`src/rtl/fdtd_dly.sv`:
```
// payload delay line that advances with the pipeline enable
module fdtd_dly #(
  parameter int unsigned DEPTH = 8,
  parameter int unsigned WIDTH = 96
) (
  input  logic             clk_i,
  input  logic             en_i,
  input  logic [WIDTH-1:0] d_i,
  output logic [WIDTH-1:0] q_o
);

  logic [WIDTH-1:0] tap_q [DEPTH];

  always_ff @(posedge clk_i) begin
    if (en_i) begin
      tap_q[0] <= d_i;
      for (int i = 1; i < DEPTH; i++) begin
        tap_q[i] <= tap_q[i-1];
      end
    end
  end

  assign q_o = tap_q[DEPTH-1];

endmodule

```
`config.mk`:
```
export PLATFORM = sky130hd
export DESIGN_NAME = fdtd_dly
export DESIGN_NICKNAME = d
export VERILOG_FILES = /design/src/rtl/fdtd_dly.sv
export SDC_FILE = /design/constraint.sdc
export NUM_CORES = 1
export LEC_CHECK = 0
export BUFFER_PORTS_ARGS = -buffer_cell sky130_fd_sc_hd__buf_2
export CAP_MARGIN = 10
export CORE_MARGIN = 3
export CORE_UTILIZATION = 55
export CTS_CLUSTER_SIZE = 10
export DETAILED_ROUTE_END_ITERATION = 10
export GPL_ROUTABILITY_DRIVEN = 0
export PLACE_DENSITY_LB_ADDON = 0.1
export RECOVER_POWER = 50
export SYNTH_ARGS = -nofsm -noshare
export SYNTH_HDL_FRONTEND = slang
export SYNTH_SLANG_ARGS = --single-unit
export TNS_END_PERCENT = 30
```
`constraint.sdc`:
```
create_clock -name clk_i -period 0.8 [get_ports clk_i]
set_input_delay 0.08 -clock clk_i [delete_from_list [all_inputs] [get_ports clk_i]]
set_output_delay 0.08 -clock clk_i [all_outputs]
set_load 0.01 [all_outputs]
```
# Word-level counts from Yosys, hierarchy flattened
# Memories as Yosys holds them, arrays and structs flattened.
# Index checks and enable logic that the tools add are counted.
[classes] n_mux=2
[ops] op="2-to-1 mux 1 bit" count=2
[totals] n_memories=1 ramBits=768 wordCells=3 reg_bits=0 out_inout_bits=96 inputBits=98
[memory_table] memory="tap_q" words=8 width=96 read_ports=8 rd_clocked_by_memory_dff=0 wr=8 line="12" text="logic [WIDTH-1:0] tap_q [DEPTH];"

# Logic depth before layout (Yosys ltp)
[logic_depth] depth_word=2 mapped_depth=1 depth_no_buf=0

# Worst setup path after synthesis
# Ideal clock, no wire load.
[synth_path] path_kind="register -> register" start="mem tap_q[0][4]" end="mem tap_q[1][4] (netlist: tap_q[0][100]), data pin" setup_ns=0.266 n_path_buf=0 required_time_ns=0.534 period_less_slack_ns=0.589 arrival_ns=0.323 path_slack_ns=0.211 stages_incl_launch_ff=1 path_cell_list="edfxtp_1"
[synth_lines] item="start, declared" line="12"

==> run summary <==
biggest registers after layout: tap_q (768)
max_cap viols: 0
final worst clock skew: 0.0122 ns
Worst-Margin Slew: 0.480 ns
Boundary Pins: 194
Residual DRC: 0
CP cell instances: buf_2
CTS root buf: clkbuf_16
Cells after Synth: 864
worst-path maximum fanout: 1
GR Overflow Total: 0
Worst EP required: 0.72 ns
Crit Path Category: flop to primary output
total power: 82.2 mW
Syn Std Cell Area: 23800 um2
CP arrival: 1.16 ns
critical path launch point type: flop
P&R area growth vs syn: 20.3%
DRT antenna net count: 0
WL final: 29.2 mm
DR vias: 8426
comb_multi_in: 0
Slew Limit Headroom: 68.0%
Crit path largest cell delay: 0.42 ns
sequential fraction of the synthesis area: 97.0%
die height: 214 um
TritonCTS clock tree: yes
core outline area: 42300 um2
Final Slew Violations: 0
cell row count: 75
RSZ-0062 raised after global routing: yes
ranking of synthesized cells by area: edfxtp_1 (97%), buf_4 (3.0%)
Max Fclk: 806 MHz
initial antenna violation count: 5
CTS Buffer Depth: 3
Worst setup EP type: primary output
Setup TNS Final: -121.47 ns
area leader, netlist: edfxtp_1
Sink Count: 768
slowest CP cell: edfxtp_1
number of global-route vias before repair: 8734
Pwr Density: 2870 nW/um2
Yosys warning count: 0
Hold Fails Final Rpt: 0
pin count of the biggest net entering global routing: 35
post-synthesis cell type count: 2
syn_area_per_cell: 27.5 um2
nets: 1297
Iter 0 DRT Violations: 673
final setup fails: 604
DR WL/cell: 16.3 um
worst-skew pair later-pin latency: 0.58 ns
Clock transition at path regs: 0.05 ns
die area: 45800 um2
Hold Path Class: input pin to flop
first-pass GRT wire length: 46.8 mm
Total GRT Usage: 13.1%
layout cells sized above 1: 26.1%
failing checks: setup timing
DP HPWL: 16.4 mm
worst setup margin: -0.441 ns
Synth Register Bits: 768
minimum clock period: 1.24 ns
area of the multi-input gates: 0 um2
Die Wd: 214 um
static leakage: 10.1 nW
max FFs per register: 768
Num CTS Buffers: 86
router iterations before antenna repair: 6
delay-heaviest family, CP: flip-flops
largest register by flop count: tap_q
VDD IR max: 2.26 mV
vias per cell: 4.72
period utilization: 155%
CP bufs+invs: 1
H-tree depth: 3
IO Port Bufs: 193
Initial Util: 56.2%
status: finished with violations
share of the synthesized area in the top cell type: 97.0%
post-synth net total: 962
==> layout make-up <==
type                    count  area (um2)
clock buffers              90        2210
diodes                      2        5.00
fillers                  2689       13700
clock inverters             4        42.5
flip-flops and latches    768       23100
repair buffers            343        2570
well taps                 577         722
==> cell usage in the layout, fill, tap and decap left out <==
master          netlist  layout
inv_6                 0       3
clkinv_8              0       1
diode_2               0       2
buf_4                96      31
dlymetal6s4s_1        0       1
clkbuf_16             0      88
clkbuf_2              0       1
edfxtp_1            768     768
buf_6                 0       6
clkbuf_4              0       2
clkbuf_1              0      24
buf_12                0      18
buf_2                 0     165
dlygate4sd3_1         0      96
dlymetal6s2s_1        0       1
==> metal layers <==
layer / GRT usage (%) / share of wire (%) / wire length (um)
met3: 3.59 / 4.8 / 1410
met4: 5.76 / 3.0 / 875
met1: 18.7 / 45 / 13200
met2: 19.4 / 47 / 13600
met5: 0 / 0.12 / 34
==> synth_stat cells, drive strengths merged <==
library cell / n
buf: 96
edfxtp: 768
==> where the power goes <==
group / switching, mW / internal [mW]
Clock: 13.0 / 19.3
Combinational: 1.18 / 0.929
Sequential: 0.601 / 47.2
==> kinds of logic (layout without fill, tap and decap cells) <==
group                  after synthesis  in the layout  synth area share [%]
other                                0              2                     0
buffers and inverters               96            437                  3.03
DFF                                768            768                  97.0
==> metrics by stage <==
step           instances  util, %  cell area [um2]  hold WS, ns  setup slack (ns)
2_1_floorplan        864        -            23800        0.179             0.211
3_3_place_gp        1590     60.0            25400        0.257            -0.194
3_5_place_dp        1590     60.0            25400        0.258            -0.207
4_1_cts             1782     67.7            28600      0.00352            -0.485
5_1_grt             1784     67.6            28600        0.189            -0.492
6_report            1784     67.6            28600        0.201            -0.441
==> final timing paths <==
path	endpoint	slack [ns]	start	cells after the start
setup / recovery	q_o[12]	-0.44	tap_q[1][300]$_DFFE_PP_	1
hold reg to reg	tap_q[0][298]$_DFFE_PP_	0.41	tap_q[0][202]$_DFFE_PP_	0
hold / removal	tap_q[0][0]$_DFFE_PP_	0.20	d_i[0]	2
setup reg to reg	tap_q[1][311]$_DFFE_PP_	0.11	tap_q[1][215]$_DFFE_PP_	0
==> timing repair <==
item                                    CTS  global route
hold endpoints to repair                120             0
hold buffers                             98             0
gates resized for setup                   8             6
endpoints found under the setup margin   96           607
pin swaps                                 0             0
buffers inserted                          0             0
(Power assumes the default switching activity.)
