==> src/rtl/fdtd_pkg.sv <==
// shared types, constants and helper functions for the fdtd electric field update
package fdtd_pkg;

  localparam int unsigned FP_W     = 32;
  localparam int unsigned EXP_W    = 12;
  localparam int unsigned FMA_LAT  = 8;
  localparam int unsigned CFG_W    = 64;
  localparam int unsigned CFG_IDXW = 3;

  localparam logic [FP_W-1:0] QNAN     = 32'h7FC0_0000;
  localparam logic [FP_W-1:0] FP_ONE   = 32'h3F80_0000;
  localparam logic [FP_W-1:0] NEG_ZERO = 32'h8000_0000;

  // register indexes
  localparam logic [CFG_IDXW-1:0] CFG_DECAY_X_Y       = 3'd0;
  localparam logic [CFG_IDXW-1:0] CFG_DECAY_Z_DRIVE_X = 3'd1;
  localparam logic [CFG_IDXW-1:0] CFG_DRIVE_Y_Z       = 3'd2;
  localparam logic [CFG_IDXW-1:0] CFG_DAMP_CUR        = 3'd3;
  localparam logic [CFG_IDXW-1:0] CFG_CURL_X          = 3'd4;
  localparam logic [CFG_IDXW-1:0] CFG_CURL_Y          = 3'd5;
  localparam logic [CFG_IDXW-1:0] CFG_CURL_Z          = 3'd6;

  typedef logic signed [EXP_W-1:0] exp_t;

  // exponent given to a zero addend so that it always aligns below the product
  localparam exp_t EXP_ZERO_C = -12'sd512;

  typedef struct packed {
    logic            sign;
    logic            zero;
    logic            inf;
    logic            nan;
    logic [23:0]     mant;
    exp_t            expo;
  } unp_t;

  typedef struct packed {
    logic            hit;
    logic [FP_W-1:0] bits;
  } spec_t;

  function automatic logic [4:0] lzc24(input logic [23:0] v);
    logic [4:0] n;
    n = 5'd24;
    for (int i = 0; i < 24; i++) begin
      if (v[i]) n = 5'(23 - i);
    end
    return n;
  endfunction

  function automatic logic [5:0] lzc52(input logic [51:0] v);
    logic [5:0] n;
    n = 6'd52;
    for (int i = 0; i < 52; i++) begin
      if (v[i]) n = 6'(51 - i);
    end
    return n;
  endfunction

  // unpack and normalize a single so that the mantissa msb is set for every nonzero value
  function automatic unp_t fp_unpack(input logic [FP_W-1:0] x);
    unp_t       u;
    logic [4:0] lz;
    logic [23:0] m;
    m      = {(x[30:23] != 8'd0), x[22:0]};
    lz     = lzc24(m);
    u.sign = x[31];
    u.zero = (x[30:23] == 8'd0) && (x[22:0] == 23'd0);
    u.inf  = (x[30:23] == 8'hFF) && (x[22:0] == 23'd0);
    u.nan  = (x[30:23] == 8'hFF) && (x[22:0] != 23'd0);
    u.mant = m << lz;
    u.expo = ((x[30:23] == 8'd0) ? 12'sd1 : $signed({4'd0, x[30:23]}))
             - $signed({7'd0, lz});
    return u;
  endfunction

endpackage

==> src/rtl/fdtd_fma.sv <==
// eight stage fused multiply-add, single precision, round to nearest even
module fdtd_fma
  import fdtd_pkg::*;
(
  input  logic            clk_i,
  input  logic            rst_ni,
  input  logic            en_i,
  input  logic            valid_i,
  input  logic [FP_W-1:0] a_i,
  input  logic [FP_W-1:0] b_i,
  input  logic [FP_W-1:0] c_i,
  input  logic            neg_prod_i,
  output logic            valid_o,
  output logic [FP_W-1:0] res_o
);

  logic [FMA_LAT-1:0] vld_q;

  always_ff @(posedge clk_i or negedge rst_ni) begin
    if (!rst_ni) begin
      vld_q <= '0;
    end else if (en_i) begin
      vld_q <= {vld_q[FMA_LAT-2:0], valid_i};
    end
  end

  assign valid_o = vld_q[FMA_LAT-1];

  // stage 1: unpack, normalize, special values
  unp_t  ua, ub, uc;
  logic  sp_d, prod_inf, prod_zero;
  spec_t spc_d;

  always_comb begin
    ua        = fp_unpack(a_i);
    ub        = fp_unpack(b_i);
    uc        = fp_unpack(c_i);
    sp_d      = ua.sign ^ ub.sign ^ neg_prod_i;
    prod_inf  = ua.inf | ub.inf;
    prod_zero = ua.zero | ub.zero;
    if (ua.nan || ub.nan || uc.nan || (ua.inf && ub.zero) || (ub.inf && ua.zero) ||
        (prod_inf && uc.inf && (sp_d != uc.sign))) begin
      spc_d = '{hit: 1'b1, bits: QNAN};
    end else if (prod_inf) begin
      spc_d = '{hit: 1'b1, bits: {sp_d, 8'hFF, 23'd0}};
    end else if (uc.inf) begin
      spc_d = '{hit: 1'b1, bits: c_i};
    end else if (prod_zero) begin
      spc_d = '{hit: 1'b1, bits: uc.zero ? {sp_d & uc.sign, 31'd0} : c_i};
    end else begin
      spc_d = '{hit: 1'b0, bits: '0};
    end
  end

  logic [23:0] s1_ma_q, s1_mb_q, s1_mc_q;
  exp_t        s1_ea_q, s1_eb_q, s1_ec_q;
  logic        s1_sp_q, s1_sc_q;
  spec_t       s1_spc_q;

  always_ff @(posedge clk_i) begin
    if (en_i) begin
      s1_ma_q  <= ua.mant;
      s1_mb_q  <= ub.mant;
      s1_mc_q  <= uc.mant;
      s1_ea_q  <= ua.expo;
      s1_eb_q  <= ub.expo;
      s1_ec_q  <= uc.zero ? EXP_ZERO_C : uc.expo;
      s1_sp_q  <= sp_d;
      s1_sc_q  <= uc.sign;
      s1_spc_q <= spc_d;
    end
  end

  // stage 2: significand product
  logic [47:0] s2_prod_q;
  logic [23:0] s2_mc_q;
  exp_t        s2_ep_q, s2_ec_q;
  logic        s2_sp_q, s2_sc_q;
  spec_t       s2_spc_q;

  always_ff @(posedge clk_i) begin
    if (en_i) begin
      s2_prod_q <= s1_ma_q * s1_mb_q;
      s2_ep_q   <= s1_ea_q + s1_eb_q - 12'sd127;
      s2_ec_q   <= s1_ec_q;
      s2_mc_q   <= s1_mc_q;
      s2_sp_q   <= s1_sp_q;
      s2_sc_q   <= s1_sc_q;
      s2_spc_q  <= s1_spc_q;
    end
  end

  // stage 3: align the smaller operand, jam shifted-out bits into the lsb
  exp_t        ediff;
  logic        p_big;
  logic [11:0] amt;
  logic [5:0]  sh;
  logic [47:0] big_m, small_m;
  logic [50:0] small_ext, small_mask, small_al_d;

  always_comb begin
    ediff      = s2_ep_q - s2_ec_q;
    p_big      = ~ediff[EXP_W-1];
    amt        = p_big ? unsigned'(ediff) : unsigned'(-ediff);
    sh         = (amt > 12'd63) ? 6'd63 : amt[5:0];
    big_m      = p_big ? s2_prod_q : {s2_mc_q, 23'd0};
    small_m    = p_big ? {s2_mc_q, 23'd0} : s2_prod_q;
    small_ext  = {small_m, 3'd0};
    small_mask = (sh >= 6'd51) ? '1 : ((51'd1 << sh) - 51'd1);
    small_al_d = (small_ext >> sh) | {50'd0, |(small_ext & small_mask)};
  end

  logic [50:0] s3_big_q, s3_small_q;
  exp_t        s3_e_q;
  logic        s3_sgn_q, s3_sub_q;
  spec_t       s3_spc_q;

  always_ff @(posedge clk_i) begin
    if (en_i) begin
      s3_big_q   <= {big_m, 3'd0};
      s3_small_q <= small_al_d;
      s3_e_q     <= p_big ? s2_ep_q : s2_ec_q;
      s3_sgn_q   <= p_big ? s2_sp_q : s2_sc_q;
      s3_sub_q   <= s2_sp_q ^ s2_sc_q;
      s3_spc_q   <= s2_spc_q;
    end
  end

  // stage 4: add or subtract magnitudes
  logic [51:0] sum_w, dif_w, mag_w;

  always_comb begin
    sum_w = {1'b0, s3_big_q} + {1'b0, s3_small_q};
    dif_w = {1'b0, s3_big_q} - {1'b0, s3_small_q};
    mag_w = dif_w[51] ? (52'd0 - dif_w) : dif_w;
  end

  logic [51:0] s4_s_q;
  exp_t        s4_e_q;
  logic        s4_sign_q;
  spec_t       s4_spc_q;

  always_ff @(posedge clk_i) begin
    if (en_i) begin
      s4_s_q    <= s3_sub_q ? mag_w : sum_w;
      s4_e_q    <= s3_e_q;
      s4_sign_q <= s3_sgn_q ^ (s3_sub_q & dif_w[51]);
      s4_spc_q  <= s3_spc_q;
    end
  end

  // stage 5: leading zero count
  logic [51:0] s5_s_q;
  logic [5:0]  s5_lz_q;
  exp_t        s5_e_q;
  logic        s5_sign_q, s5_zero_q;
  spec_t       s5_spc_q;

  always_ff @(posedge clk_i) begin
    if (en_i) begin
      s5_s_q    <= s4_s_q;
      s5_lz_q   <= lzc52(s4_s_q);
      s5_zero_q <= (s4_s_q == 52'd0);
      s5_e_q    <= s4_e_q;
      s5_sign_q <= s4_sign_q;
      s5_spc_q  <= s4_spc_q;
    end
  end

  // stage 6: normalize
  logic [51:0] s6_sn_q;
  exp_t        s6_e_q;
  logic        s6_sign_q, s6_zero_q;
  spec_t       s6_spc_q;

  always_ff @(posedge clk_i) begin
    if (en_i) begin
      s6_sn_q   <= s5_s_q << s5_lz_q;
      s6_e_q    <= s5_e_q - $signed({6'd0, s5_lz_q}) + 12'sd2;
      s6_sign_q <= s5_sign_q;
      s6_zero_q <= s5_zero_q;
      s6_spc_q  <= s5_spc_q;
    end
  end

  // stage 7: subnormal shift, guard and sticky
  logic        den;
  logic [11:0] rsh_full;
  logic [5:0]  rsh;
  logic [51:0] sd, den_mask;

  always_comb begin
    den      = (s6_e_q < 12'sd1);
    rsh_full = unsigned'(12'sd1 - s6_e_q);
    rsh      = !den ? 6'd0 : ((rsh_full > 12'd63) ? 6'd63 : rsh_full[5:0]);
    den_mask = (rsh >= 6'd52) ? '1 : ((52'd1 << rsh) - 52'd1);
    sd       = s6_sn_q >> rsh;
  end

  logic [7:0]  s7_expf_q;
  logic [22:0] s7_frac_q;
  logic        s7_g_q, s7_st_q, s7_ovf_q, s7_sign_q, s7_zero_q;
  spec_t       s7_spc_q;

  always_ff @(posedge clk_i) begin
    if (en_i) begin
      s7_expf_q <= den ? 8'd0 : s6_e_q[7:0];
      s7_ovf_q  <= !den && (s6_e_q > 12'sd254);
      s7_frac_q <= sd[50:28];
      s7_g_q    <= sd[27];
      s7_st_q   <= (|sd[26:0]) | (|(s6_sn_q & den_mask));
      s7_sign_q <= s6_sign_q;
      s7_zero_q <= s6_zero_q;
      s7_spc_q  <= s6_spc_q;
    end
  end

  // stage 8: round and pack, a carry out of the fraction bumps the exponent
  logic        inc;
  logic [30:0] word;

  always_comb begin
    inc  = s7_g_q & (s7_st_q | s7_frac_q[0]);
    word = {s7_expf_q, s7_frac_q} + {30'd0, inc};
  end

  logic [FP_W-1:0] s8_res_q;

  always_ff @(posedge clk_i) begin
    if (en_i) begin
      if (s7_spc_q.hit) begin
        s8_res_q <= s7_spc_q.bits;
      end else if (s7_zero_q) begin
        s8_res_q <= 32'd0;
      end else if (s7_ovf_q) begin
        s8_res_q <= {s7_sign_q, 8'hFF, 23'd0};
      end else begin
        s8_res_q <= {s7_sign_q, word};
      end
    end
  end

  assign res_o = s8_res_q;

endmodule
==> config.mk <==
export PLATFORM = sky130hd
export DESIGN_NAME = fdtd_fma
export DESIGN_NICKNAME = d
export VERILOG_FILES = /design/src/rtl/fdtd_pkg.sv /design/src/rtl/fdtd_fma.sv
export SDC_FILE = /design/constraint.sdc
export NUM_CORES = 2
export LEC_CHECK = 0
export ABC_AREA = 1
export BUFFER_PORTS_ARGS = -buffer_cell sky130_fd_sc_hd__buf_2
export CAP_MARGIN = 10
export CORE_UTILIZATION = 33
export CTS_CLUSTER_SIZE = 25
export DETAILED_ROUTE_END_ITERATION = 6
export PLACE_DENSITY = 0.57
export SLEW_MARGIN = 5
export SYNTH_ARGS = -nofsm -noshare
export SYNTH_HDL_FRONTEND = slang
export SYNTH_SLANG_ARGS = --single-unit
==> constraint.sdc <==
create_clock -name clk_i -period 8.98 [get_ports clk_i]
set_input_delay 2.245 -clock clk_i [delete_from_list [all_inputs] [get_ports clk_i]]
set_output_delay 2.245 -clock clk_i [all_outputs]
set_load 0.005 [all_outputs]
Word level (Yosys, flattened, before mapping)
Index checks and enable logic that the tools add are counted.
W data, S select, Z words.
{ "totals": {"regBits": 831, "output_inout_bits": 33, "inputBits": 101, "elab_cells": 298} }
{ "op_classes": {"magnitude_cmp": 6, "eq_ne": 4, "bitwise_logic": 14, "muxes": 145, "shifts": 8, "addsub": 16, "reduce_logical": 43, "multipliers": 1} }
{ "ops": {"columns": ["operator", "count"], "rows": [
  ["$mux W5", 85],
  ["$mux W32", 5],
  ["$mux W52", 3],
  ["$mux W6", 22],
  ["$shl A24 B5 Y24", 3],
  ["$logic_not A23 Y1", 3],
  ["$reduce_bool A23 Y1", 3],
  ["$add A51 B51 Y52", 1],
  ["$and A52 B52 Y52", 1],
  ["$logic_not A52 Y1", 1],
  ["$reduce_or A52 Y1", 1],
  ["$shl A1 B6 Y52 const A", 1],
  ["$shl A52 B6 Y52", 1],
  ["$shr A52 B6 Y51", 1],
  ["$sub A1 B52 Y52 const A", 1],
  ["$sub A51 B51 Y52", 1],
  ["$sub A52 B1 Y52 const B", 1],
  ["$and A51 B51 Y51", 1],
  ["$mux W51", 1],
  ["$or A51 B1 Y51", 1],
  ["$reduce_or A51 Y1", 1],
  ["$shl A1 B6 Y51 const A", 1],
  ["$shr A51 B6 Y51", 1],
  ["$sub A51 B1 Y51 const B", 1],
  ["41 further kinds", 96]
]} }

Longest topological paths before layout
{ "depth": {"word_depth": 51, "depth_mapped": 51, "depth_no_buf": 51} }

Worst setup path after synthesis
No wires, ideal clock.
{ "synth_timing": {"path_kind": "register -> register", "from": "reg s1_mb_q[3]", "to": "reg s2_prod_q[45], data pin", "setup_ns": 0.265, "stages_incl_launch_ff": 35, "arrival_time_ns": 6.593, "path_slack_ns": 2.123, "t_required_ns": 8.715, "synth_period_minus_slack_ns": 6.857, "n_path_buf": 1, "path_cell_list": "edfxtp_1 -> clkbuf_1 -> nand2_1 -> fa_1 -> inv_1 -> fa_1 -> fa_1 -> inv_1 -> fa_1 -> inv_1 -> fa_1 -> inv_1 -> fa_1 -> inv_1 -> fa_1 -> ha_1 -> nand2_1 -> nor2_1 -> a211oi_1 -> nand2_1 -> a21o_1 -> a21oi_1 -> o21ai_0 -> o21a_1 -> nand3_1 -> nand2_1 -> nand3_1 -> nand2_1 -> nand2_1 -> nand2_1 -> nand2_1 -> o211ai_1 -> nand3_1 -> o211ai_1 -> xor2_1"} }
{ "synth_between": {"elab_chain_cells": 1} }
{ "synth_lines": {"columns": ["element", "line", "rtl"], "rows": [
  ["start, declared", "fdtd_fma.sv:55", "logic [23:0] s1_ma_q, s1_mb_q, s1_mc_q;"],
  ["start signal, assigned", "fdtd_fma.sv:63", "s1_mb_q <= ub.mant;"],
  ["$mul A24 B24 Y48", "fdtd_fma.sv:83", "s2_prod_q <= s1_ma_q * s1_mb_q;"],
  ["end signal, assigned", "fdtd_fma.sv:83", null],
  ["end, declared", "fdtd_fma.sv:75", "logic [47:0] s2_prod_q;"]
]} }
Every way passes these cells.
A chain may end at the register's enable or synchronous reset.

Final worst setup path
{ "layout_timing": {"from": "reg s1_mb_q[0]", "to": "reg s2_prod_q[47], data pin"} }
The elaborated chain is that of the path after synthesis.

==> impl_metrics.ini <==
[grt]
track_usage = 0.190
antenna_found_initial = 9
grt_max_degree = 195
grt_pass1_wl_mm = 315
overflow = 0
grt_pass1_vias = 55108

[place]
gp_congestion = 0.929
dp_hpwl_mm = 162
dp_cells = 11205
io_buffers = 133

[synthesis]
ys_top_cells_by_area = edfxtp_1 (35%), fa_1 (14%), nand2_1 (12%)
ys_async_sr_fraction = 0.00974
synth_edf_count = 813
synth_top_family_by_area = adder cells
syn_area_sq_um = 69600
synth_compound_area_frac = 0.117
netlist_instances = 8547
ys_ff_latch = 821
ys_types = 91
synth_xor_area_frac = 0.0199
yosys.area_share.simple = 0.196
yosysSeqAreaShare = 0.354
ys_warn_count = 0
synth.avg_cell_area_sq_um = 8.14
ys.flop_type = edfxtp_1
synth_fa_ha_area_frac = 0.200
synth_top_area_frac = 0.351
yosysTopAreaCell = edfxtp_1
synth.mux.area_fraction = 0.00766

[drt]
vias_per_cell = 4.92
drt_iter0_markers = 4284
vias = 56012
route.detailed.drc = 4
ant_nets = 0
wl_mm = 204
wl_per_cell_um = 17.9
first_pass_iters = 7

[setup_path]
rrSetupSlack_ns = 0.96
arrival_ns = 8.46
end_kind = flop
worst_setup_path_start_kind = flop
path_class = reg -> reg
critPathMaxFanout = 20
required_ns = 9.42
cpPeakStageDelay_ns = 0.99
critPathSlowestCell = edfxtp_1

[sta]
period_share = 0.893
setup_tns_ns = 0
hold_violations = 0
fmax_ghz = 0.125
setup_viol = 0
slew_headroom = 0.159
grt_setup_unrepaired = no
slew_viol_final = 0
fin_skew_ns = 0.0562
worst_slew_pin_slew_ns = 1.26
layout_min_cycle_time_ns = 8.02

[floorplan]
die_x_um = 461
fp.coreArea_sq_um = 210000
dieArea_sq_um = 213000
die_h_um = 461
row_count = 168
start_util = 0.332
io_pins = 134

[clock_network]
h-tree-depth = 3
clock_path_buffers = 3
cts_tree = done
cts.sinks = 821
postCtsResizedCells = 0
clock-root-buffer = clkbuf_16
clk_pin_slew_ns = 0.06
tritoncts.num_buffers = 90
worst_skew_pair.late_latency_ns = 0.70
post_cts_buffers = 0
cts_hold_buf = 0

[layout]
utilization = 0.363
fin_cells = 11381
layout.nets = 9411
area_growth_pct = 9.27
drive_above_1_share = 0.0601

[run]
drv_cap = 0

[run_status]
violations = DRC
status = finished, violations left

[worst_hold_path]
hold_class = reg -> reg
## worst max-delay path: cells and delay by family, from the launching register on
family | cells | cell delay (ns)
buffers and inverters | 4 | 0.47
flip-flops | 1 | 0.99
AND/OR/NAND/NOR | 8 | 0.84
AO/OA/AOI/OAI | 8 | 1.50
adder cells (fa/ha/maj) | 8 | 3.82
XOR/XNOR | 1 | 0.14
## Yosys cell counts, types with 7 or more instances
cell type  instances
or2_2             22
nor2_1           654
buf_6              7
nor4_1            38
nand2_1         2131
mux2i_1           51
a211oi_1          13
a221oi_1           7
o22ai_1           48
dfrtp_1            8
buf_1             35
a311oi_1           7
inv_2             28
o21ai_1           38
o21bai_1          19
ha_1             332
o21a_1            26
a31oi_1           40
a22o_1             8
nor2_2            18
nand4_1           53
edfxtp_1         813
xor2_1           130
a21o_1            10
nand3b_1          10
o211ai_1          29
nor2_4            11
xnor2_1           28
o2111ai_1         13
nand2_2           14
a21oi_1          326
buf_4              7
o21ai_0          723
clkbuf_1         303
fa_1             486
nor3_1           109
o221ai_1          34
nand3_1          254
buf_2             28
inv_1           1504
o32ai_1            7
o31ai_1           24
## path summary, 6_finish.rpt
check / startpoint / to / depth (start not counted)
max: s1_mb_q[0]$_SDFFCE_PP0P_ / s2_prod_q[47]$_DFFE_PP_ / 29
min: s1_mc_q[8]$_SDFFCE_PP0P_ / s2_mc_q[8]$_DFFE_PP_ / 0
max reg2reg: s1_mb_q[0]$_SDFFCE_PP0P_ / s2_prod_q[47]$_DFFE_PP_ / 29
min reg2reg: s1_mc_q[8]$_SDFFCE_PP0P_ / s2_mc_q[8]$_DFFE_PP_ / 0
max in group asynchronous: rst_ni / vld_q[4]$_DFFE_PN0P_ / 1
min in group asynchronous: rst_ni / vld_q[6]$_DFFE_PN0P_ / 1
## final cells by class
type / instances / area [sq um]
fillers: 21736 / 134000
multi-input cells: 5806 / 37600
flip-flops and latches: 821 / 24600
inverters: 1541 / 5800
well taps: 2805 / 3510
clock buffers: 101 / 2290
repair buffers: 232 / 1450
clock inverters: 66 / 702
diodes: 9 / 22.5
## metrics by stage
step                      hold WS, ns  setup WS [ns]  cell area [sq um]
final                           0.393          0.959              76000
after global routing            0.415          0.381              76000
after CTS                       0.401           1.00              76000
after detailed placement        0.405          0.969              73000
after global placement          0.404          0.934              73000
after floorplan                 0.400           2.12              69600
## placed cells by master (no fill, tap or decap), types with 13 or more instances in the layout
cell       count
xnor2_1       28
a21oi_1      326
a211oi_1      13
clkinv_2      19
nand3_1      254
o21bai_1      19
nand4_1       53
or2_2         22
o21ai_1       39
buf_2        133
buf_4         95
o2111ai_1     13
clkbuf_16     90
nand2_2       14
nor2_2        18
o22ai_1       48
edfxtp_1     813
inv_1       1503
ha_1         332
o21ai_0      722
nor3_1       109
inv_2         28
a31oi_1       40
clkinv_1      18
o21a_1        26
nor4_1        38
nor2_1       654
mux2i_1       51
nand2_1     2131
o211ai_1      29
fa_1         486
o221ai_1      34
o31ai_1       24
xor2_1       130
## cell families (layout without fill, tap and decap cells)
group	Yosys count	in the layout
other cells	1	12
mux	53	53
compound gates	1430	1430
buf+inv	1922	1940
simple gates	3344	3344
fa+ha+maj	818	818
flops	821	821
xor+xnor	158	158
## sequential cells by signal (all words and copies together), names as in the netlist, 23 cells and up
register,cells
s1_ma_q,24
s1_spc_q,33
s2_prod_q,48
s1_mb_q,24
s3_big_q,48
s6_spc_q,33
s2_mc_q,24
res_o,32
s4_s_q,52
s3_spc_q,33
s5_spc_q,33
s3_small_q,51
s7_spc_q,33
s7_frac_q,23
s5_s_q,52
s2_spc_q,33
s1_mc_q,24
s4_spc_q,33
s6_sn_q,52
## routing by layer
| layer | GRT usage | vias to the layer above | wire, um | share of wire |
|---|---|---|---|---|
| met3 | 0.0188 | 348 | 8370 | 0.041 |
| met5 | 0 | - | 17 | 0.000083 |
| met2 | 0.328 | 1435 | 99000 | 0.48 |
| met4 | 0.0758 | 2 | 8330 | 0.041 |
| met1 | 0.242 | 26849 | 88400 | 0.43 |
| li1 | - | 27378 | - | - |
Power is not shown: default switching activity piles up to over one toggle a cycle in this logic, so the estimate is an artifact.
